$ cat config.mk
export PLATFORM = sky130hd
export DESIGN_NAME = ipv4_fragment_reassembly_tracker_top
export DESIGN_NICKNAME = d
export VERILOG_FILES = /design/src/ipfrt_pkg.sv /design/src/ipfrt_cell.sv /design/src/ipv4_fragment_reassembly_tracker_top.sv
export SDC_FILE = /design/constraint.sdc
export NUM_CORES = 1
export LEC_CHECK = 0
export ABC_AREA = 1
export BUFFER_PORTS_ARGS = -buffer_cell sky130_fd_sc_hd__buf_2
export CAP_MARGIN = 0
export CORE_UTILIZATION = 39
export CTS_CLUSTER_DIAMETER = 50
export DETAILED_ROUTE_END_ITERATION = 10
export PLACE_DENSITY = 0.59
export SYNTH_ARGS = -nofsm -noshare
export SYNTH_HDL_FRONTEND = slang
export SYNTH_SLANG_ARGS = --single-unit
$ cat constraint.sdc
create_clock -name aclk -period 9 [get_ports aclk]
set_input_delay 1.35 -clock aclk [delete_from_list [all_inputs] [get_ports aclk]]
set_output_delay 1.35 -clock aclk [all_outputs]
set_load 0.05 [all_outputs]
$ cat src/ipfrt_pkg.sv
// Shared types and constants for the IPv4 fragment reassembly tracker.
package ipfrt_pkg;

    localparam int MAX_FRAGMENTS = 8;
    localparam int IDX_W = $clog2(MAX_FRAGMENTS);
    localparam int CNT_W = $clog2(MAX_FRAGMENTS + 1);
    localparam int MARK_W = $clog2(MAX_FRAGMENTS * 65535 + 1);
    localparam int OFFSET_SHIFT = 3;

    typedef enum logic [2:0] {
        ST_IGNORED   = 3'd0,
        ST_STORED    = 3'd1,
        ST_COMPLETED = 3'd2,
        ST_LATE      = 3'd3,
        ST_STALE     = 3'd4,
        ST_FULL      = 3'd5
    } status_t;

    typedef struct packed {
        logic [12:0] offset_units;
        logic        more_flag;
        logic [15:0] payload_bytes;
    } rec_t;

    typedef struct packed {
        logic              live;
        logic              done;
        logic [MARK_W-1:0] mark;
    } walk_t;

endpackage

$ cat src/ipfrt_cell.sv
// One fragment record and its stage of the in-order completion walk.
module ipfrt_cell (
    input  logic            aclk,
    input  logic            aresetn,
    input  logic            wr_en,
    input  ipfrt_pkg::rec_t wr_rec,
    input  logic            in_table,
    input  ipfrt_pkg::walk_t walk_in,
    output ipfrt_pkg::walk_t walk_out
);

    ipfrt_pkg::rec_t  rec_reg;
    ipfrt_pkg::walk_t walk_reg;
    ipfrt_pkg::walk_t walk_next;

    logic [ipfrt_pkg::MARK_W-1:0] start_pos;
    logic [ipfrt_pkg::MARK_W-1:0] end_pos;

    assign start_pos = ipfrt_pkg::MARK_W'({rec_reg.offset_units,
                                           {ipfrt_pkg::OFFSET_SHIFT{1'b0}}});
    assign end_pos   = ipfrt_pkg::MARK_W'(walk_in.mark
                                          + ipfrt_pkg::MARK_W'(rec_reg.payload_bytes));

    always_comb begin
        walk_next = walk_in;
        if (!walk_in.done) begin
            walk_next.live = 1'b0;
            if (walk_in.live && in_table && start_pos == walk_in.mark) begin
                walk_next.mark = end_pos;
                if (rec_reg.more_flag) begin
                    walk_next.live = 1'b1;
                end else begin
                    walk_next.done = 1'b1;
                end
            end
        end
    end

    always_ff @(posedge aclk) begin
        if (wr_en) begin
            rec_reg <= wr_rec;
        end
    end

    always_ff @(posedge aclk) begin
        if (!aresetn) begin
            walk_reg.live <= 1'b0;
            walk_reg.done <= 1'b0;
        end else begin
            walk_reg.live <= walk_next.live;
            walk_reg.done <= walk_next.done;
        end
        walk_reg.mark <= walk_next.mark;
    end

    assign walk_out = walk_reg;

endmodule

$ cat src/ipv4_fragment_reassembly_tracker_top.sv
// Top level: request decode, record bookkeeping and the chain of record cells.
//
// Usage:
//   s_ channel carries one fragment header per request (ident, addresses,
//   offset, more flag, payload length). m_ channel returns exactly one
//   result per request: status, total_bytes (nonzero only on completion)
//   and the number of records held afterwards.
//   A request is decoded and the table updated in S_DECIDE. If it stored
//   a record, a completion token then runs through the chain of
//   MAX_FRAGMENTS record cells, one cell per cycle, in S_WALK; any
//   other request goes straight from S_DECIDE to S_FINISH, where the
//   result is loaded. One request is in work at a time;
//   s_ready returns once the result is loaded into the output register,
//   so the next request may be accepted while the result waits.
//   For a stored request the rate is set by the walk along the cell chain.
//   Reset (aresetn low, synchronous) empties the table and clears the
//   current identification and first addresses. If m_ready stays low,
//   the finished next result waits until the output register is free.
module ipv4_fragment_reassembly_tracker_top (
    input  logic        aclk,
    input  logic        aresetn,
    input  logic        s_valid,
    output logic        s_ready,
    input  logic [15:0] s_frag_ident,
    input  logic [31:0] s_source_addr,
    input  logic [31:0] s_dest_addr,
    input  logic [12:0] s_offset_units,
    input  logic        s_more_flag,
    input  logic [15:0] s_payload_bytes,
    output logic        m_valid,
    input  logic        m_ready,
    output logic [2:0]  m_status,
    output logic [18:0] m_total_bytes,
    output logic [3:0]  m_held_count
);

    localparam int N = ipfrt_pkg::MAX_FRAGMENTS;

    typedef enum logic [3:0] {
        S_IDLE   = 4'b0001,
        S_DECIDE = 4'b0010,
        S_WALK   = 4'b0100,
        S_FINISH = 4'b1000
    } state_t;

    state_t state_reg, state_next;

    logic [15:0] in_ident_reg;
    logic [31:0] in_src_reg;
    logic [31:0] in_dst_reg;
    ipfrt_pkg::rec_t in_rec_reg;

    logic [15:0] cur_ident_reg, cur_ident_next;
    logic [31:0] first_src_reg, first_src_next;
    logic [31:0] first_dst_reg, first_dst_next;
    logic [ipfrt_pkg::CNT_W-1:0] count_reg, count_next;
    ipfrt_pkg::status_t status_reg, status_next;
    logic [18:0] done_total_reg, done_total_next;
    logic walk_reg, walk_next;
    logic [ipfrt_pkg::IDX_W-1:0] step_reg, step_next;

    logic        m_valid_reg, m_valid_next;
    ipfrt_pkg::status_t m_status_reg, m_status_next;
    logic [18:0] m_total_reg, m_total_next;
    logic [3:0]  m_held_reg, m_held_next;

    logic write_rec;
    logic inject;
    logic out_free;
    ipfrt_pkg::walk_t chain [0:N];

    assign s_ready  = (state_reg == S_IDLE);
    assign out_free = !m_valid_reg || m_ready;
    assign inject   = (state_reg == S_WALK) && (step_reg == '0);

    assign chain[0].live = inject;
    assign chain[0].done = 1'b0;
    assign chain[0].mark = '0;

    for (genvar k = 0; k < N; k++) begin : g_cell
        logic cell_wr;
        logic cell_in_table;
        assign cell_wr = write_rec
                         && (count_reg[ipfrt_pkg::IDX_W-1:0] == ipfrt_pkg::IDX_W'(k));
        assign cell_in_table = (ipfrt_pkg::CNT_W'(k) < count_reg);
        ipfrt_cell u_cell (
            .aclk     (aclk),
            .aresetn  (aresetn),
            .wr_en    (cell_wr),
            .wr_rec   (in_rec_reg),
            .in_table (cell_in_table),
            .walk_in  (chain[k]),
            .walk_out (chain[k+1])
        );
    end

    always_comb begin
        state_next      = state_reg;
        cur_ident_next  = cur_ident_reg;
        first_src_next  = first_src_reg;
        first_dst_next  = first_dst_reg;
        count_next      = count_reg;
        status_next     = status_reg;
        done_total_next = done_total_reg;
        walk_next       = walk_reg;
        step_next       = step_reg;
        write_rec       = 1'b0;
        m_valid_next    = m_valid_reg;
        m_status_next   = m_status_reg;
        m_total_next    = m_total_reg;
        m_held_next     = m_held_reg;

        if (m_valid_reg && m_ready) begin
            m_valid_next = 1'b0;
        end

        case (state_reg)
            S_IDLE: begin
                if (s_valid) begin
                    state_next = S_DECIDE;
                end
            end
            S_DECIDE: begin
                status_next     = ipfrt_pkg::ST_IGNORED;
                done_total_next = '0;
                walk_next       = 1'b0;
                if (count_reg != '0) begin
                    if (in_ident_reg != cur_ident_reg && in_rec_reg.offset_units == '0) begin
                        count_next     = '0;
                        cur_ident_next = '0;
                        status_next    = ipfrt_pkg::ST_STALE;
                    end else if (in_ident_reg == cur_ident_reg
                                 && in_src_reg == first_src_reg
                                 && in_dst_reg == first_dst_reg) begin
                        if (count_reg >= ipfrt_pkg::CNT_W'(N)) begin
                            status_next = ipfrt_pkg::ST_FULL;
                        end else begin
                            write_rec   = 1'b1;
                            count_next  = count_reg + 1'b1;
                            status_next = ipfrt_pkg::ST_STORED;
                            walk_next   = 1'b1;
                        end
                    end
                end else if (cur_ident_reg != '0 && in_ident_reg == cur_ident_reg) begin
                    status_next = ipfrt_pkg::ST_LATE;
                end else begin
                    cur_ident_next = in_ident_reg;
                    first_src_next = in_src_reg;
                    first_dst_next = in_dst_reg;
                    write_rec      = 1'b1;
                    count_next     = ipfrt_pkg::CNT_W'(1);
                    status_next    = ipfrt_pkg::ST_STORED;
                    walk_next      = 1'b1;
                end
                step_next  = '0;
                state_next = walk_next ? S_WALK : S_FINISH;
            end
            S_WALK: begin
                step_next = step_reg + 1'b1;
                if (step_reg == ipfrt_pkg::IDX_W'(N - 1)) begin
                    state_next = S_FINISH;
                end
            end
            S_FINISH: begin
                // chain output is valid for the first finish cycle only
                if (walk_reg && chain[N].done) begin
                    count_next      = '0;
                    status_next     = ipfrt_pkg::ST_COMPLETED;
                    done_total_next = 19'(chain[N].mark);
                    walk_next       = 1'b0;
                end
                if (out_free) begin
                    m_valid_next  = 1'b1;
                    m_status_next = status_next;
                    m_total_next  = done_total_next;
                    m_held_next   = 4'(count_next);
                    state_next    = S_IDLE;
                end
            end
            default: begin
                state_next = S_IDLE;
            end
        endcase
    end

    always_ff @(posedge aclk) begin
        if (s_valid && s_ready) begin
            in_ident_reg              <= s_frag_ident;
            in_src_reg                <= s_source_addr;
            in_dst_reg                <= s_dest_addr;
            in_rec_reg.offset_units   <= s_offset_units;
            in_rec_reg.more_flag      <= s_more_flag;
            in_rec_reg.payload_bytes  <= s_payload_bytes;
        end
        status_reg     <= status_next;
        done_total_reg <= done_total_next;
        step_reg       <= step_next;
        m_status_reg   <= m_status_next;
        m_total_reg    <= m_total_next;
        m_held_reg     <= m_held_next;
    end

    always_ff @(posedge aclk) begin
        if (!aresetn) begin
            state_reg     <= S_IDLE;
            cur_ident_reg <= '0;
            first_src_reg <= '0;
            first_dst_reg <= '0;
            count_reg     <= '0;
            walk_reg      <= 1'b0;
            m_valid_reg   <= 1'b0;
        end else begin
            state_reg     <= state_next;
            cur_ident_reg <= cur_ident_next;
            first_src_reg <= first_src_next;
            first_dst_reg <= first_dst_next;
            count_reg     <= count_next;
            walk_reg      <= walk_next;
            m_valid_reg   <= m_valid_next;
        end
    end

    assign m_valid       = m_valid_reg;
    assign m_status      = m_status_reg;
    assign m_total_bytes = m_total_reg;
    assign m_held_count  = m_held_reg;

`ifndef NO_ASSERTIONS
    a_count_bound: assert property (@(posedge aclk) disable iff (!aresetn)
        count_reg <= ipfrt_pkg::CNT_W'(N))
        else $error("record count above table depth");

    a_done_empty: assert property (@(posedge aclk) disable iff (!aresetn)
        m_valid_reg && m_status_reg == ipfrt_pkg::ST_COMPLETED |-> m_held_reg == '0)
        else $error("completion reported with records still held");

    a_total_only_done: assert property (@(posedge aclk) disable iff (!aresetn)
        m_valid_reg && m_status_reg != ipfrt_pkg::ST_COMPLETED |-> m_total_reg == '0)
        else $error("nonzero total without completion");

    a_load_free: assert property (@(posedge aclk) disable iff (!aresetn)
        state_reg == S_FINISH && !out_free |=> state_reg == S_FINISH)
        else $error("result left finish while output busy");
`endif

endmodule

Word level (Yosys, flattened, before mapping)
Index checks and enable logic that the tools add are counted.
Widths: inputs -> output; s select.

operators by class
  $add $sub $neg = 9
  magnitude comparators = 9
  eq/ne operators = 32
  multiplexer cells = 66
  bitwise operators = 2
  reduce and logical (&&, ||, !) cells = 49

operators by type and width
  operator            number
  $mux 21             12
  $add 19x16->19      7
  $eq 16x19->1        7
  $eq 32x32->1        2
  $mux 16             3
  $mux 20             2
  $mux 4              10
  $pmux 19 s2         1
  $logic_and 1x1->1   32
  $mux 1              26
  $logic_not 19->1    1
  $mux 19             1
  $eq 16x16->1        1
  $lt 3x4->1 const A  4
  $ne 16x16->1        1
  $pmux 4 s4          1
  $reduce_bool 16->1  1
  $eq 3x3->1 const B  5
  $mux 3              5
  $logic_not 13->1    1
  $pmux 3 s2          2
  $reduce_and 3->1    3
  $lt 1x4->1 const A  2
  $lt 2x4->1 const A  2
  other kinds (24)    35

storage, ports and cells
  register bits after elaboration = 658
  input bits = 114
  output and inout bits = 28

Depth between registers and ports, before layout
Gate-level depths: netlist of the first run.

  depth after elaboration = 9
  gate-level depth with buffers = 15
  gate-level depth less buffers = 14

By module
A second synthesis of the first run with hierarchy kept.

unflattened totals
  cells, all modules = 4134
  area total of the unflattened synthesis = 33986.3 um^2

by module, submodules not included
  module                                instances  cells an instance  area each (um^2)  seq. area each (um^2)
  ipfrt_cell at g_cell[0].u_cell ...    5          379                2911.5            1321.3
  ipv4_fragment_reassembly_tracker_top  1          1069               10617.7           6636.4
  ipfrt_cell at g_cell[6].u_cell ...    2          390                2935.3            1321.3
  ipfrt_cell at g_cell[5].u_cell        1          390                2940.3            1321.3

Worst setup path after synthesis of the first run
Ideal clock, no wire load.

  kind = reg-to-reg
  from = register state_reg[2]
  to = register in_dst_reg[0], enable pin
  setup time = 0.581 ns
  data arrival time = 6.412 ns
  setup slack = 2.007 ns
  cell stages (with the launch flop) = 6
  buffers on the path = 0
  path through = dfxtp_1 > nor2_1 > inv_1 > nor3_1 > inv_1 > nor2_1

between the ends
  cells in the longest elaborated chain, start to end = 2

RTL lines
  item                    RTL line                                     source
  from (decl)             ipv4_fragment_reassembly_tracker_top.sv:46   state_t state_reg, state_next;
  from (signal assigned)  ipv4_fragment_reassembly_tracker_top.sv:213  state_reg <= state_next;
  $eq 4x1->1              ipv4_fragment_reassembly_tracker_top.sv:72   assign s_ready = (state_reg == S_IDLE);
  net s_ready             ipv4_fragment_reassembly_tracker_top.sv:23   output logic s_ready,
  $logic_and 1x1->1       ipv4_fragment_reassembly_tracker_top.sv:187  if (s_valid && s_ready) begin
  to (signal assigned)    ipv4_fragment_reassembly_tracker_top.sv:190  in_dst_reg <= s_dest_addr;
  to (decl)               ipv4_fragment_reassembly_tracker_top.sv:50   logic [31:0] in_dst_reg;

The timed path passes the listed nets, and every way through them passes these cells.
A chain may end at the register's enable or synchronous reset.

Worst setup path after layout of the first run
  from = register state_reg[0]
  to = output port s_ready

between the ends
  cells in the longest elaborated chain, start to end = 1

RTL lines
  item        RTL line
  $eq 4x1->1  ipv4_fragment_reassembly_tracker_top.sv:72
  to (decl)   ipv4_fragment_reassembly_tracker_top.sv:23

No other way between the ends.

==> results of run 1 <==
-- through the flow --
stage,total power [mW],instances
floorplan,3.66,2989
global placement,3.85,4066
detailed placement,3.86,4066
CTS,7.07,4215
global route,7.25,4215
finish,7.00,4216
-- report_power, final --
group	internal [mW]	switching (mW)
registers	3.31	0.123
logic	0.109	0.251
clock network	1.88	1.32
total	5.30	1.70
-- critical path: cells and delay by family (launching register included) --
kind,cells,cell delay (ns)
AND/OR/NAND/NOR,1,0.37
flip-flops,1,0.37
buffers and inverters,2,0.42
-- placed cells by master, fill, tap and decap left out, types with 6 or more instances in the layout --
cell type / n
edfxtp_1: 401
inv_6: 11
nor4_1: 17
buf_2: 141
nor2_2: 6
nor3_1: 25
nand2_1: 607
o21bai_1: 7
or2_2: 42
o2111ai_1: 6
nand4_1: 50
nand3b_1: 12
clkinv_2: 10
a21o_1: 21
o21ai_0: 235
xor2_1: 79
nor3_2: 6
clkbuf_1: 9
o21a_1: 7
fa_1: 7
nand3_1: 75
a21oi_1: 176
nor2_1: 298
ha_1: 121
buf_4: 26
inv_1: 315
clkinv_1: 13
xnor2_1: 112
clkbuf_8: 6
clkbuf_16: 82
o21ai_2: 9
dfxtp_1: 251
-- how the worst max path moves through the flow --
stage                                    end  slack [ns]  depth (start not counted)
finish                               s_ready        5.85                          3
global route         in_rec_reg[1]$_DFFE_PP_        5.67                          7
CTS                                  s_ready        5.82                          3
detailed placement   in_rec_reg[1]$_DFFE_PP_        5.35                          5
global placement    in_rec_reg[28]$_DFFE_PP_        5.39                          5
floorplan            in_dst_reg[0]$_DFFE_PP_        2.01                          5
-- logic make-up after synthesis --
group                      Yosys count
and+or+nand+nor                   1157
AOI/OAI and AO/OA                  478
muxes                                1
buffers and inverters              380
adders and majority gates          128
other                                1
DFF                                652
xor gates and xnor gates           191
-- layout make-up --
type,count,share of cell area
Multi-Input combinational cell,1957,0.320
Timing Repair Buffer,167,0.0265
Sequential cell,652,0.503
Clock buffer,97,0.0639
Inverter,321,0.0356
Clock inverter,52,0.0156
Antenna cell,1,0.0000737
Tap cell,969,0.0357
-- Yosys cell counts (all sizes together) (2+ instances only) --
library cell  number
a211oi             2
a21boi             4
a21o              21
a21oi            176
a31oi              5
and3               2
buf               27
clkbuf            32
dfxtp            251
edfxtp           401
fa                 7
ha               121
inv              320
nand2            610
nand3             76
nand3b            12
nand4             50
nor2             309
nor3              31
nor3b              3
nor4              18
nor4b              2
o2111ai            6
o211ai             2
o21a               7
o21ai            246
o21bai             7
or2               42
xnor2            112
xor2              79
-- routing by layer --
metal,wire length [um],up-vias,GRT usage
li1,-,10400,-
met1,32900,9704,0.265
met2,34200,617,0.308
met3,5740,135,0.0450
met4,2430,2,0.0706
met5,13,-,0
==> flow_summary.yaml, run 1 <==
clock_network:
  clock_latency_ns: 0.64
  htreeDepth: 3
  clk_pin_slew_worst_paths_ns: 0.06
  ctsHoldBuffers: 0
  cts_setup_buffers: 0
  ctsRootBufferMaster: "clkbuf_16"
  cts_resized: 0
  numCtsBuffers: 80
  cts_max_path_buffers: 3
  cts_tree: "yes"
  cts_sinks: 652
global_routing:
  antenna_found_initial: 13
  grt_pass1_vias: 19800
  grt_overflow: 0
  grt_max_degree: 76
  grt_first_pass_wirelength_mm: 115
  track_usage: 0.196
sta:
  worst_slack_ns: 5.85
  tns_ns: 0
  finalSetupViolations: 0
  post-route-min-period_ns: 3.15
  rsz0062_at_grt: "no"
  worst_pin_slew_ns: 1.21
  fmaxAchievable_mhz: 318
  period_share: 0.350
  slew_headroom: 0.193
  drv_slew: 0
  fin_hold_ws_ns: 0.332
  finalClockSkew_ns: 0.0383
  hold_viol_final: 0
finish:
  largest_reg_flops: 240
  final_core_utilization: 0.456
  final_area_mm2: 0.0339
  seq_area_mm2: 0.0171
  syn2layout_area_growth_pct: 15.6
  multi_input_area_mm2: 0.0108
  drive_gt1_frac: 0.115
  nFillCells: 6874
  fin_nets: 3421
floorplan:
  start_util: 0.394
  fp.dieH_um: 276
  die_w_um: 276
  num_rows: 100
  ios: 142
  dieArea_mm2: 0.0764
  core_mm2: 0.0744
pwr:
  leakage_nw: 13.8
  peakVddDrop_uv: 145
  p_per_area_mw_per_mm2: 206
detailed_routing:
  drc: 0
  wl_per_cell_um: 17.9
  routed_wl_mm: 75.3
  first_pass_iters: 6
  drt-vias-per-instance: 4.95
  num_vias: 20900
  drtIter0Drc: 1808
  ant_nets: 0
min_path:
  whs_endpoint: "g_cell[5].u_cell.walk_out[18]$_DFF_P_"
  min_path_cells: 0
  hold_start: "g_cell[4].u_cell.walk_out[18]$_DFF_P_"
  worst_hold_path_type: "flip-flop to flip-flop"
critical_path:
  r2r-end: "in_rec_reg[1]$_DFFE_PP_"
  cp.arrival_ns: 1.80
  critPathMaxStageDelay_ns: 0.37
  crit_start: "state_reg[0]$_SDFFE_PN1P_"
  r2r_cells: 6
  criticalPathCategory: "flip-flop to primary output"
  path_cells: "inv_1 > nor3_1 > buf_2"
  crit_fanout: 4
  r2r_setup_slack_ns: 5.99
  crit_slowest_cell: "dfxtp_1"
  worstPathRequired_ns: 7.65
  worst_setup_path_end_kind: "primary output"
  start_kind: "flip-flop"
  rr_startpoint: "state_reg[0]$_SDFFE_PN1P_"
placed_design:
  dp.final_hpwl_mm: 52.6
  placed_area_mm2: 0.0312
  portBuffers: 141
  post-place-ws_ns: 5.35
  gp_congestion: 0.877
yosys:
  syn_inst: 2988
  synth_fa_ha_area_frac: 0.0564
  yosysTopAreaCell: "edfxtp_1"
  synth_top_area_frac: 0.410
  muxShareOfSynthArea: 0.000341
  syn_avg_cell_area_um2: 9.82
  synth_top_flop_cell: "edfxtp_1"
  synth.yosys.seq_area_share: 0.581
  synthSimpleGateAreaFrac: 0.167
  yosys_warnings: 0
  synth_edf_count: 401
  synth_top_family_by_area: "simple AND/OR/NAND/NOR gates"
  synth_xor_area_frac: 0.0570
  synth-seq-cells: 652
  synthTopCellsByArea: "edfxtp_1 (41%), dfxtp_1 (17%), nand2_1 (7.8%)"
  synth_compound_area_frac: 0.0876
  synth_cell_types: 49
  synth_area_mm2: 0.0294
  synth-async-reset-ratio: 0
flow_run:
  max_cap_viol_count: 0
outcome:
  status: "complete, no violations"
(Power assumes the default switching activity.)
==> inputs of run 2 (changes only) <==
clock period = 3 ns   (was 9 ns; I/O delays follow)
==> flow_summary.yaml, run 2 (synthesis results as in run 1) <==
finish:
  largest_reg_flops: 240
  syn2layout_area_growth_pct: 20.4
  fin_nets: 3551
  drive_gt1_frac: 0.119
  nFillCells: 6825
  layout_common_cells: "nand2_1 (607), edfxtp_1 (401), inv_1 (314)"
  final_core_utilization: 0.475
  final_common_cell: "nand2_1"
pwr:
  p_clk_frac: 0.451
  p_sw_mw: 5.16
  switching_share: 0.245
  intPower_mw: 15.9
  p_total_mw: 21.1
  leakage_nw: 14.5
  peakVddDrop_uv: 432
  p_per_area_mw_per_mm2: 596
  seq_power_share: 0.489
  p_comb_frac: 0.060
critical_path:
  criticalPathCategory: "flip-flop to flip-flop"
  worst_setup_path_end_kind: "flip-flop"
  crit_fanout: 30
  worstPathRequired_ns: 3.30
  cp.arrival_ns: 3.01
  start_kind: "flip-flop"
floorplan:
  fp.dieH_um: 276
  start_util: 0.394
  ios: 142
  die_w_um: 276
  dieArea_mm2: 0.0764
  num_rows: 100
  core_mm2: 0.0744
clock_network:
  numCtsBuffers: 79
  clk_pin_slew_worst_paths_ns: 0.06
  clock_latency_ns: 0.65
  cts_tree: "yes"
  cts_sinks: 652
  ctsRootBufferMaster: "clkbuf_16"
  cts_max_path_buffers: 3
  htreeDepth: 3
sta:
  hold_viol_final: 0
  drv_slew: 0
  post-route-min-period_ns: 2.72
  period_share: 0.906
  finalSetupViolations: 0
  rsz0062_at_grt: "no"
  finalClockSkew_ns: 0.0473
  fmaxAchievable_mhz: 368
  worst_pin_slew_ns: 1.01
  tns_ns: 0
  slew_headroom: 0.325
flow_run:
  max_cap_viol_count: 0
global_routing:
  track_usage: 0.204
  grt_max_degree: 81
  grt_pass1_vias: 21000
  grt_first_pass_wirelength_mm: 120
  antenna_found_initial: 7
  grt_overflow: 0
detailed_routing:
  num_vias: 21400
  drc: 0
  drt-vias-per-instance: 4.92
  wl_per_cell_um: 17.9
  routed_wl_mm: 77.8
  first_pass_iters: 7
  drtIter0Drc: 1481
  ant_nets: 0
placed_design:
  gp_congestion: 0.886
  portBuffers: 141
  dp.final_hpwl_mm: 54.0
outcome:
  status: "complete, no violations"
min_path:
  worst_hold_path_type: "input pin to flip-flop"
-- run 2: cell types whose count changed in the layout (fill, tap and decap cells not counted), sizes merged --
cell         change
inv              -5
clkbuf          +12
clkinvlp         +3
bufinv           -3
dlygate4sd3    +106
clkinv          -13
buf             +25
-- run 2: power by group through the flow --
stage          combinational (mW)  clock, mW  sequential, mW
6_report                     1.27       9.50            10.3
5_1_grt                      1.40       10.0            10.3
4_1_cts                      1.28       9.69            10.3
3_5_place_dp                 1.16          0            10.5
3_3_place_gp                 1.16          0            10.5
2_1_floorplan               0.641          0            10.3
-- run 2: timing repair --
action                    CTS  global route
hold endpoints to repair  106             0
hold buffers              106             0
gates resized for setup     0             0
setup buffers               0             0
-- run 2: cell type report --
type                            count  area (um^2)  area share
Clock buffer                      109         2260      0.0640
Antenna cell                        1         2.50   0.0000708
Tap cell                          969         1210      0.0343
Sequential cell                   652        17100       0.483
Timing Repair Buffer              298         2290      0.0647
Clock inverter                     34          415      0.0118
Multi-Input combinational cell   1957        10900       0.308
Inverter                          321         1210      0.0342
-- run 2: per-layer routing --
layer	up-vias	global-route usage	part of all wire
met3	143	0.0276	0.052
met1	10000	0.267	0.44
met5	-	0	0
li1	10700	-	-
met4	0	0.0821	0.032
met2	561	0.342	0.47
-- run 2: stage by stage --
step	setup slack, ns	cell area (um^2)	hold WS, ns	instances
floorplan	-0.199	29400	0.403	2989
global placement	0.446	31600	0.370	4091
detailed placement	0.361	31600	0.369	4091
CTS	0.304	35300	0.00484	4340
global route	0.0679	35300	0.00501	4340
finish	0.283	35300	0.0149	4341
-- run 2: path summary, 6_finish.rpt --
path | start | end | slack [ns] | cells past startpoint
max | in_src_reg[13]$_DFFE_PP_ | g_cell[2].u_cell.rec_reg[8]$_DFFE_PP_ | 0.28 | 15
max reg2reg | in_src_reg[13]$_DFFE_PP_ | g_cell[2].u_cell.rec_reg[8]$_DFFE_PP_ | 0.28 | 15
min reg2reg | g_cell[3].u_cell.walk_out[17]$_DFF_P_ | g_cell[4].u_cell.walk_out[17]$_DFF_P_ | 0.37 | 0
min | s_frag_ident[14] | in_ident_reg[14]$_DFFE_PP_ | 0.01 | 1
-- run 2: critical path, stage by stage, from the launching register on --
cell      delay, ns
edfxtp_1       0.38
inv_1          0.09
nand2_1        0.05
nand2_1        0.05
nand2_1        0.06
nor2_1         0.13
nand2_1        0.07
nor2_1         0.40
nand3_1        0.13
nor2_1         0.16
nand2_1        0.09
nand2_1        0.08
nand2_2        0.06
buf_12         0.17
nor3_4         0.16
buf_12         0.23
==> inputs of run 3 (changes only) <==
ABC_AREA = unset   (was 1)
==> flow_summary.yaml, run 3 <==
outcome:
  status: "complete, no violations"
placed_design:
  dp.final_hpwl_mm: 48.4
  gp_congestion: 0.893
  post-place-ws_ns: 0.0311
  portBuffers: 141
critical_path:
  r2r_setup_slack_ns: 0.17
  rr_startpoint: "g_cell[3].u_cell.rec_reg[0]$_DFFE_PP_"
  crit_fanout: 3
  r2r_cells: 11
  crit_start: "g_cell[3].u_cell.rec_reg[0]$_DFFE_PP_"
  cp.arrival_ns: 3.32
  criticalPathCategory: "flip-flop to flip-flop"
  cp-endpoint: "g_cell[3].u_cell.walk_out[16]$_DFF_P_"
  worst_setup_path_end_kind: "flip-flop"
  worstPathRequired_ns: 3.49
  start_kind: "flip-flop"
  r2r-end: "g_cell[3].u_cell.walk_out[16]$_DFF_P_"
finish:
  fin_nets: 2798
  layout_common_cells: "edfxtp_1 (401), dfxtp_1 (251), nand2_1 (229)"
  final_common_cell: "edfxtp_1"
  nFillCells: 6231
  largest_reg_flops: 240
  syn2layout_area_growth_pct: 20.8
  drive_gt1_frac: 0.156
floorplan:
  die_w_um: 269
  fp.dieH_um: 269
  core_mm2: 0.0704
  ios: 142
  dieArea_mm2: 0.0726
  start_util: 0.396
  num_rows: 97
yosys:
  synth_top_family_by_area: "simple AND/OR/NAND/NOR gates"
  synth-seq-cells: 652
  synth_area_mm2: 0.0279
  synth_fa_ha_area_frac: 0.0593
  syn_avg_cell_area_um2: 12.5
  synth_commonest_cells: "edfxtp_1 (401), dfxtp_1 (251), nand2_1 (229)"
  synth_compound_area_frac: 0.101
  synth-async-reset-ratio: 0
  syn_inst: 2232
  synth_top_flop_cell: "edfxtp_1"
  synth.yosys.seq_area_share: 0.612
  yosysMostFrequentCell: "edfxtp_1"
  muxShareOfSynthArea: 0.0224
  synth_edf_count: 401
  synth_cell_types: 79
  yosys_warnings: 0
  yosysTopAreaCell: "edfxtp_1"
  synthTopCellsByArea: "edfxtp_1 (43%), dfxtp_1 (18%), ha_1 (5.4%)"
  synth_top_area_frac: 0.432
  synth_xor_area_frac: 0.0782
  synthSimpleGateAreaFrac: 0.112
detailed_routing:
  first_pass_iters: 5
  routed_wl_mm: 70.2
  wl_per_cell_um: 19.7
  drc: 0
  num_vias: 18300
  ant_nets: 0
  drt-vias-per-instance: 5.15
  drtIter0Drc: 1424
sta:
  slew_headroom: 0.343
  period_share: 0.942
  hold_viol_final: 0
  fmaxAchievable_mhz: 354
  worst_pin_slew_ns: 0.986
  tns_ns: 0
  worst_slack_ns: 0.174
  drv_slew: 0
  finalSetupViolations: 0
  finalClockSkew_ns: 0.0355
  post-route-min-period_ns: 2.83
  rsz0062_at_grt: "no"
global_routing:
  track_usage: 0.192
  grt_first_pass_wirelength_mm: 107
  grt_pass1_vias: 18400
  grt_overflow: 0
  antenna_found_initial: 10
  grt_max_degree: 95
clock_network:
  cts_sinks: 652
  cts_tree: "yes"
  htreeDepth: 3
  clk_pin_slew_worst_paths_ns: 0.06
  clock_latency_ns: 0.63
  numCtsBuffers: 74
  ctsRootBufferMaster: "clkbuf_16"
  cts_max_path_buffers: 3
min_path:
  worst_hold_path_type: "input pin to flip-flop"
  min_path_cells: 1
pwr:
  switching_share: 0.233
  leakage_nw: 12.5
  peakVddDrop_uv: 429
  p_comb_frac: 0.053
  seq_power_share: 0.512
  p_per_area_mw_per_mm2: 601
  p_clk_frac: 0.435
  intPower_mw: 15.5
  p_sw_mw: 4.73
flow_run:
  max_cap_viol_count: 0
[run 3: cell types whose count changed in the layout (fill, tap and decap cells not counted), sizes merged, moves of 47 or more]
cell,change
nand2,-381
and2,+47
inv,-272
o21ai,-153
nand3,-47
mux2,+53
a21oi,-100
a21boi,+64
nor2,-219
[run 3: power by group through the flow]
stage          registers [mW]  logic, mW  clock network, mW
4_1_cts                  10.4       1.07               9.01
5_1_grt                  10.4       1.16               9.36
3_3_place_gp             10.6      0.937                  0
2_1_floorplan            10.4      0.513                  0
6_report                 10.4       1.07               8.82
3_5_place_dp             10.6      0.954                  0
[run 3: critical path: stages (launching register included)]
cell	delay (ns)
edfxtp_1	0.37
ha_1	0.23
inv_1	0.08
fa_1	0.20
nor2b_1	0.08
o31a_1	0.30
o31ai_4	0.24
a21oi_1	0.17
o2111ai_1	0.26
nand2_1	0.11
o311a_1	0.34
o41a_1	0.32
[run 3: metal layers]
layer / share of wire / up-vias / track usage / routed length, um
met2: 0.48 / 492 / 0.319 / 33400
met4: 0.024 / 0 / 0.0541 / 1720
met5: 0 / - / 0 / 0
met3: 0.058 / 119 / 0.0311 / 4060
met1: 0.44 / 8904 / 0.257 / 31000
li1: - / 8804 / - / -
[run 3: logic make-up (layout without fill, tap and decap cells)]
group	count (synthesis)	count (layout)
multiplexers	55	55
AO/OA/AOI/OAI	414	414
AND/OR/NAND/NOR	625	625
flip-flops	652	652
adder cells (fa/ha/maj)	128	128
XOR/XNOR	249	249
other	1	5
buffers and inverters	108	492
[run 3: timing repair]
item                                   CTS  global route
endpoints found under the hold margin  109             0
gates cloned                             0             0
hold buffers                           109             0
pin swaps                                0             3
setup endpoints to repair                2           230
resized for setup                        1             7
buffers inserted                         0             2
[run 3: final cells by class]
class                           instances  area (um^2)  share of cell area
Multi-Input combinational cell       1473        10500               0.311
Tap cell                              940         1180              0.0349
Inverter                               50          189             0.00561
Sequential cell                       652        17100               0.506
Timing Repair Buffer                  305         2360              0.0700
Clock buffer                          107         2090              0.0620
Antenna cell                            3         7.51            0.000223
Clock inverter                         30          317             0.00939
[run 3: through the flow]
stage               cells  total power [mW]  hold slack, ns   util  instance area (um^2)
finish               3560              20.3          0.0519  0.479                 33700
global route         3557              20.9          0.0165  0.479                 33700
CTS                  3555              20.5          0.0219  0.478                 33600
detailed placement   3309              11.5           0.350  0.428                 30100
global placement     3309              11.5           0.342  0.428                 30100
floorplan            2233              10.9           0.396      -                 27900
[run 3: how the worst min path moves through the flow]
stage / startpoint / to / slack [ns]
6_report: s_source_addr[30] / in_src_reg[30]$_DFFE_PP_ / 0.05
2_1_floorplan: g_cell[1].u_cell.walk_out[16]$_SDFF_PP0_ / g_cell[2].u_cell.walk_out[16]$_DFF_P_ / 0.40
4_1_cts: s_source_addr[30] / in_src_reg[30]$_DFFE_PP_ / 0.02
3_5_place_dp: g_cell[3].u_cell.walk_out[18]$_SDFF_PP0_ / g_cell[4].u_cell.walk_out[18]$_DFF_P_ / 0.35
3_3_place_gp: g_cell[3].u_cell.walk_out[18]$_SDFF_PP0_ / g_cell[4].u_cell.walk_out[18]$_DFF_P_ / 0.34
5_1_grt: s_source_addr[30] / in_src_reg[30]$_DFFE_PP_ / 0.02
